### config.mk
export PLATFORM = sky130hd
export DESIGN_NAME = cau_sqrt_pipe
export DESIGN_NICKNAME = d
export VERILOG_FILES = /design/src/cau_pkg.sv /design/src/cau_sqrt_pipe.sv
export SDC_FILE = /design/constraint.sdc
export NUM_CORES = 2
export LEC_CHECK = 0
export BUFFER_PORTS_ARGS = -buffer_cell sky130_fd_sc_hd__buf_2
export CELL_PAD_IN_SITES_DETAIL_PLACEMENT = 0
export CELL_PAD_IN_SITES_GLOBAL_PLACEMENT = 1
export CORE_ASPECT_RATIO = 0.75
export CORE_MARGIN = 4
export CORE_UTILIZATION = 50
export DETAILED_ROUTE_END_ITERATION = 10
export GPL_ROUTABILITY_DRIVEN = 1
export PLACE_DENSITY = 0.79
export SETUP_SLACK_MARGIN = 0.2
export SKIP_LAST_GASP = 1
export SLEW_MARGIN = 20
export SYNTH_ARGS = -nofsm -noshare
export SYNTH_HDL_FRONTEND = slang
export SYNTH_MEMORY_MAX_BITS = 65536
export SYNTH_SLANG_ARGS = --single-unit
### constraint.sdc
create_clock -name i_clk -period 4.76 [get_ports i_clk]
set_input_delay 0.238 -clock i_clk [delete_from_list [all_inputs] [get_ports i_clk]]
set_output_delay 0.238 -clock i_clk [all_outputs]
set_load 0.05 [all_outputs]
### src/cau_pkg.sv
`timescale 1ns / 1ps
// Shared constants for the complex arithmetic unit: operation codes,
// datapath widths and the latency of the divide and root pipelines.
package cau_pkg;

    // operation codes
    localparam logic [3:0] FUNC_ADD   = 4'd0;
    localparam logic [3:0] FUNC_SUB   = 4'd1;
    localparam logic [3:0] FUNC_MUL   = 4'd2;
    localparam logic [3:0] FUNC_DIV   = 4'd3;
    localparam logic [3:0] FUNC_CONJ  = 4'd4;
    localparam logic [3:0] FUNC_SCALE = 4'd5;
    localparam logic [3:0] FUNC_DIVR  = 4'd6;
    localparam logic [3:0] FUNC_SQMOD = 4'd7;
    localparam logic [3:0] FUNC_MOD   = 4'd8;
    localparam logic [3:0] FUNC_DIST  = 4'd9;
    localparam logic [3:0] FUNC_CMP   = 4'd10;
    localparam logic [3:0] FUNC_THR   = 4'd11;

    // register index
    localparam logic REG_THRESHOLD = 1'b0;

    localparam int DW = 32;           // operand and result width
    localparam int OW = DW + 1;       // multiplier operand width
    localparam int PW = 2 * OW;       // product width
    localparam int CW = PW + 1;       // sum of two products
    localparam int MW = 64;           // magnitude width fed to the divider

    localparam int DIV_STEPS  = 32;   // one quotient bit per stage
    localparam int SQRT_STEPS = 33;   // one root bit per stage
    // registers from the pipeline input to its output, both units alike
    localparam int PIPE_LAT   = SQRT_STEPS + 1;

endpackage

### src/cau_sqrt_pipe.sv
`timescale 1ns / 1ps
// Pipelined digit-by-digit integer square root, floor, one root bit per stage.
// Uses cau_pkg for the step count.
module cau_sqrt_pipe (
    input  logic                               i_clk,
    input  logic [2*cau_pkg::SQRT_STEPS-1:0]   i_rad,
    output logic [cau_pkg::SQRT_STEPS-1:0]     o_root
);

    localparam int ST = cau_pkg::SQRT_STEPS;
    localparam int SW = 2 * ST;
    localparam int RW = ST + 2;

    logic [SW-1:0] r_s    [ST+1];
    logic [RW-1:0] r_rem  [ST+1];
    logic [ST-1:0] r_root [ST+1];

    always_ff @(posedge i_clk) begin
        r_s[0]    <= i_rad;
        r_rem[0]  <= '0;
        r_root[0] <= '0;
    end

    for (genvar k = 0; k < ST; k++) begin : g_step
        logic [RW+1:0] w_t;
        logic [RW+1:0] w_trial;
        logic [RW+1:0] w_d;
        logic          w_ge;

        assign w_t     = {r_rem[k], r_s[k][SW-1:SW-2]};
        assign w_trial = (RW+2)'({r_root[k], 2'b01});
        assign w_ge    = (w_t >= w_trial);
        assign w_d     = w_t - w_trial;

        always_ff @(posedge i_clk) begin
            r_s[k+1]    <= {r_s[k][SW-3:0], 2'b00};
            r_rem[k+1]  <= w_ge ? w_d[RW-1:0] : w_t[RW-1:0];
            r_root[k+1] <= {r_root[k][ST-2:0], w_ge};
        end
    end

    assign o_root = r_root[ST];

endmodule

# Yosys cells after proc, flatten, opt, wreduce, memory -nomap -nowiden
# Memories as Yosys holds them, arrays and structs flattened.
# Cells that the tools add are included.
# totals
elab_cells	102
in_bits	67
ramBits	4556
n_memories	3
ff_bits	0
mem_bits_ro	0
output_inout_bits	33
latch_bits	0
# classes
order_cmp	33
n_addsub	33
n_mul	0
n_eq_ne	0
n_reduce_logical	0
n_shift	0
n_mux	33
bitwise	0
div	0
# mem_list
name	depth	width	rd	rd_ports_with_merged_regs	wr	line_no	text
r_s	34	66	33	0	34	cau_sqrt_pipe.sv:14	logic [SW-1:0] r_s [ST+1];
r_rem	34	35	33	0	34	cau_sqrt_pipe.sv:15	logic [RW-1:0] r_rem [ST+1];
r_root	34	33	34	0	34	cau_sqrt_pipe.sv:16	logic [ST-1:0] r_root [ST+1];
# op_table
cell	n
$ge 37x35->1	33
$mux 35	33
$sub 35x35->35	33

# Depth between registers and ports, before layout
# An unclocked memory read counts as a cell.
# logic_depth
word_depth	3
depth_mapped	15
ltp_nobuf	13

# Least setup slack after synthesis
# Ideal clock, no wire load.
# synth_timing
kind	flip-flop to flip-flop
startpoint	memory r_rem[7][10] (netlist bit)
endpoint	memory r_rem[8][13] (netlist bit)
setup_time_ns	0.134
slack_ns	1.133
arrival_time_ns	3.493
required_ns	4.626
n_path_buf	3
period_less_slack_ns	3.627
stages_incl_launch_ff	14
path_cell_list	dfxtp_1 or4_1 or3_4 or4_4 or3_1 buf_2 or4_1 nand3_1 nor2b_1 buf_6 or3_1 buf_2 nor4_1 xor2_1
# synth_lines
element	line_no
start: declaration	cau_sqrt_pipe.sv:15

==> flow_summary.yaml <==
finish:
  final_cell_mix: "dfxtp_1 (2750), inv_1 (739), nand2_1 (728)"
  fin_nets: 10718
  fill_cells: 16959
  syn2layout_area_growth_pct: 13.9
  drive_gt1_frac: 0.0736
  stdcell_count: 12906
  final_common_cell: "dfxtp_1"
global_route:
  antenna_found_initial: 11
  grt_pass1_vias: 64900
  grt.total_usage: 0.209
  grt_max_degree: 61
  grt_pass1_wl_mm: 349
  grt-ovfl-total: 0
critical_path:
  ff2ff_setup_slack_ns: 0.55
  worst_path_largest_cell_delay_ns: 0.58
  cp_common_cell: "o21ai_0"
  critPathLaunchType: "flip-flop"
  crit_chain: "inv_1, ha_1, and3_1, a221oi_1, o21ai_0, a211oi_1, o31a_1, o21ai_0, a41oi_2, buf_4, mux2_2"
  critical_path_class: "flip-flop to flip-flop"
  crit_slowest_cell: "a211oi_1"
  cp_data_required_time_ns: 5.43
  crit_arrival_ns: 4.88
  worst_setup_path_end_kind: "flip-flop"
  cpLargestDelayFamily: "compound AO/OA/AOI/OAI gates"
  path_max_fanout: 35
  crit_buf_inv: 2
synth:
  synth.area.top_cells: "dfxtp_1 (55%), ha_1 (7.5%), xnor2_1 (4.0%)"
  ys_types: 81
  seq_area_frac_synth: 0.554
  syn_avg_cell_area_um2: 10.2
  yosys.area.top_type_share: 0.554
  synth_seq_cells: 2750
  synthCells: 9712
  synth_nets: 10375
  async_reset_ff_frac: 0
  synth_ff_type: "dfxtp_1"
  yosys.area.top_type: "dfxtp_1"
  netlist_area_mm2: 0.0993
  synth_edf_count: 0
  yosysWarnings: 0
route:
  first_iter_violations: 4823
  drc: 0
  wl_per_cell_um: 17.0
  firstDrtPassIters: 6
  vias: 67012
  via_per_inst: 5.19
  routed_wl_mm: 220
  ant_nets: 0
sta:
  worstMarginPinSlew_ns: 1.04
  min_period_over_period: 0.884
  slew_headroom: 0.294
  finalHoldViolCount: 0
  tns_ns: 0
  setup_viol: 0
  fmaxAchievable_ghz: 0.238
  fin_crit_ns: 4.21
  rsz0062_at_grt: "false"
  fin_skew_ns: 0.0623
  slew_viol_final: 0
placed_design:
  place_inst: 12318
  portBuffers: 99
  dp_hpwl_mm: 166
  gp_congestion: 0.876
power:
  ir_worst_vdd_mv: 0.317
  powerDensity_mw_per_mm2: 528
  p_leak_nw: 52.8
  power_mw: 59.7
die:
  die_x_um: 523
  die-height_um: 394
  die-area_mm2: 0.206
  start_util: 0.503
  io_pins: 100
  placementRows: 141
  core_area_mm2: 0.197
cts:
  clockBufferDepth: 4
  h-tree-depth: 5
  clockRootBuffer: "clkbuf_16"
  cts.sinks: 2750
  cts_tree: "built"
  cts_buffers: 270
  postCtsSetupBuffers: 0
  clkLatencyLatePin_ns: 0.83
  clk_pin_slew_worst_paths_ns: 0.06
flow_run:
  max_cap_violations: 0
outcome:
  run_status: "finished clean"
min_path:
  hold_path.class: "input pin to flip-flop"
==> stage by stage <==
step	worst slack (ns)	hold slack (ns)	area, µm²	util
floorplan	1.13	0.266	99300	-
global placement	0.660	0.309	103000	0.522
detailed placement	0.603	0.312	103000	0.522
CTS	0.562	0.000255	113000	0.573
global route	0.223	0.0112	113000	0.573
finish	0.552	0.0426	113000	0.573
==> metal layers <==
layer / global-route usage / vias up / routed length [µm]
met4: 0.0575 / 0 / 5290
met5: 0 / - / 0
met2: 0.320 / 1535 / 94700
met3: 0.0348 / 360 / 12000
met1: 0.303 / 31246 / 108000
li1: - / 33871 / -
==> final timing paths <==
kind	from	endpoint	cells past startpoint
min	i_rad[5]	r_s[0][5]$_DFF_P_	2
min reg2reg	r_s[8][51]$_DFF_P_	r_s[9][53]$_DFF_P_	0
max reg2reg	r_root[21][9]$_DFF_P_	r_rem[22][4]$_DFF_P_	11
max	r_root[21][9]$_DFF_P_	r_rem[22][4]$_DFF_P_	11
==> power by group <==
part / internal [mW] / leakage [nW] / switching, mW / total, mW
Combinational: 3.94 / 25.4 / 4.84 / 8.78
Clock: 12.5 / 4.42 / 8.90 / 21.4
Sequential: 26.6 / 23.0 / 2.84 / 29.5
Total: 43.1 / 52.8 / 16.6 / 59.7
==> synth_stat cells, drive strengths merged, types with 14 or more instances <==
cell type  count
and3          58
mux2i         22
or4           68
nor4         128
clkbuf       166
a21o         262
nand2        728
and2          43
o31ai         60
nor3         248
o21bai        46
buf           16
o211ai        45
ha           596
or2           58
xor2         445
nor2         536
nand4         85
a211oi        49
o21a         101
a31o          14
and4          20
o31a          15
nor3b         22
a21boi        21
nor2b         86
dfxtp       2750
a211o         22
xnor2        452
nand3b        26
inv          742
nand2b       126
or3           97
a21oi        563
nand3        133
a31oi         52
o21ai        543
mux2          81
==> cells by family after synthesis <==
logic type | after synthesis | share of synthesized area
multiplexers | 103 | 0.0114
XOR/XNOR | 897 | 0.0791
buffers and inverters | 926 | 0.0351
other | 1 | 0.0000378
adder cells (fa/ha/maj) | 596 | 0.0751
AO/OA/AOI/OAI | 1940 | 0.121
AND/OR/NAND/NOR | 2499 | 0.124
flip-flops | 2750 | 0.554
==> layout make-up <==
class / instances / area (µm²) / area share
timing repair buffer: 253 / 1960 / 0.0174
clock inverter: 117 / 1500 / 0.0133
sequential: 2750 / 55100 / 0.487
clock buffer: 355 / 7550 / 0.0668
tap: 2645 / 3310 / 0.0293
antenna: 6 / 15.0 / 0.000133
inverter: 744 / 2790 / 0.0247
multi-input combinational: 6036 / 40900 / 0.361
==> sequential cells by signal, summed over array words and instances (netlist names) <==
signal,count
r_s,1122
r_root,561
r_rem,1067
==> repair_timing <==
item	4_1_cts	5_1_grt
hold endpoints to repair	66	0
hold buffers	110	0
gates resized for setup	0	1
endpoints found under the setup margin	0	2
No activity file was read; power rests on OpenSTA's default activity.
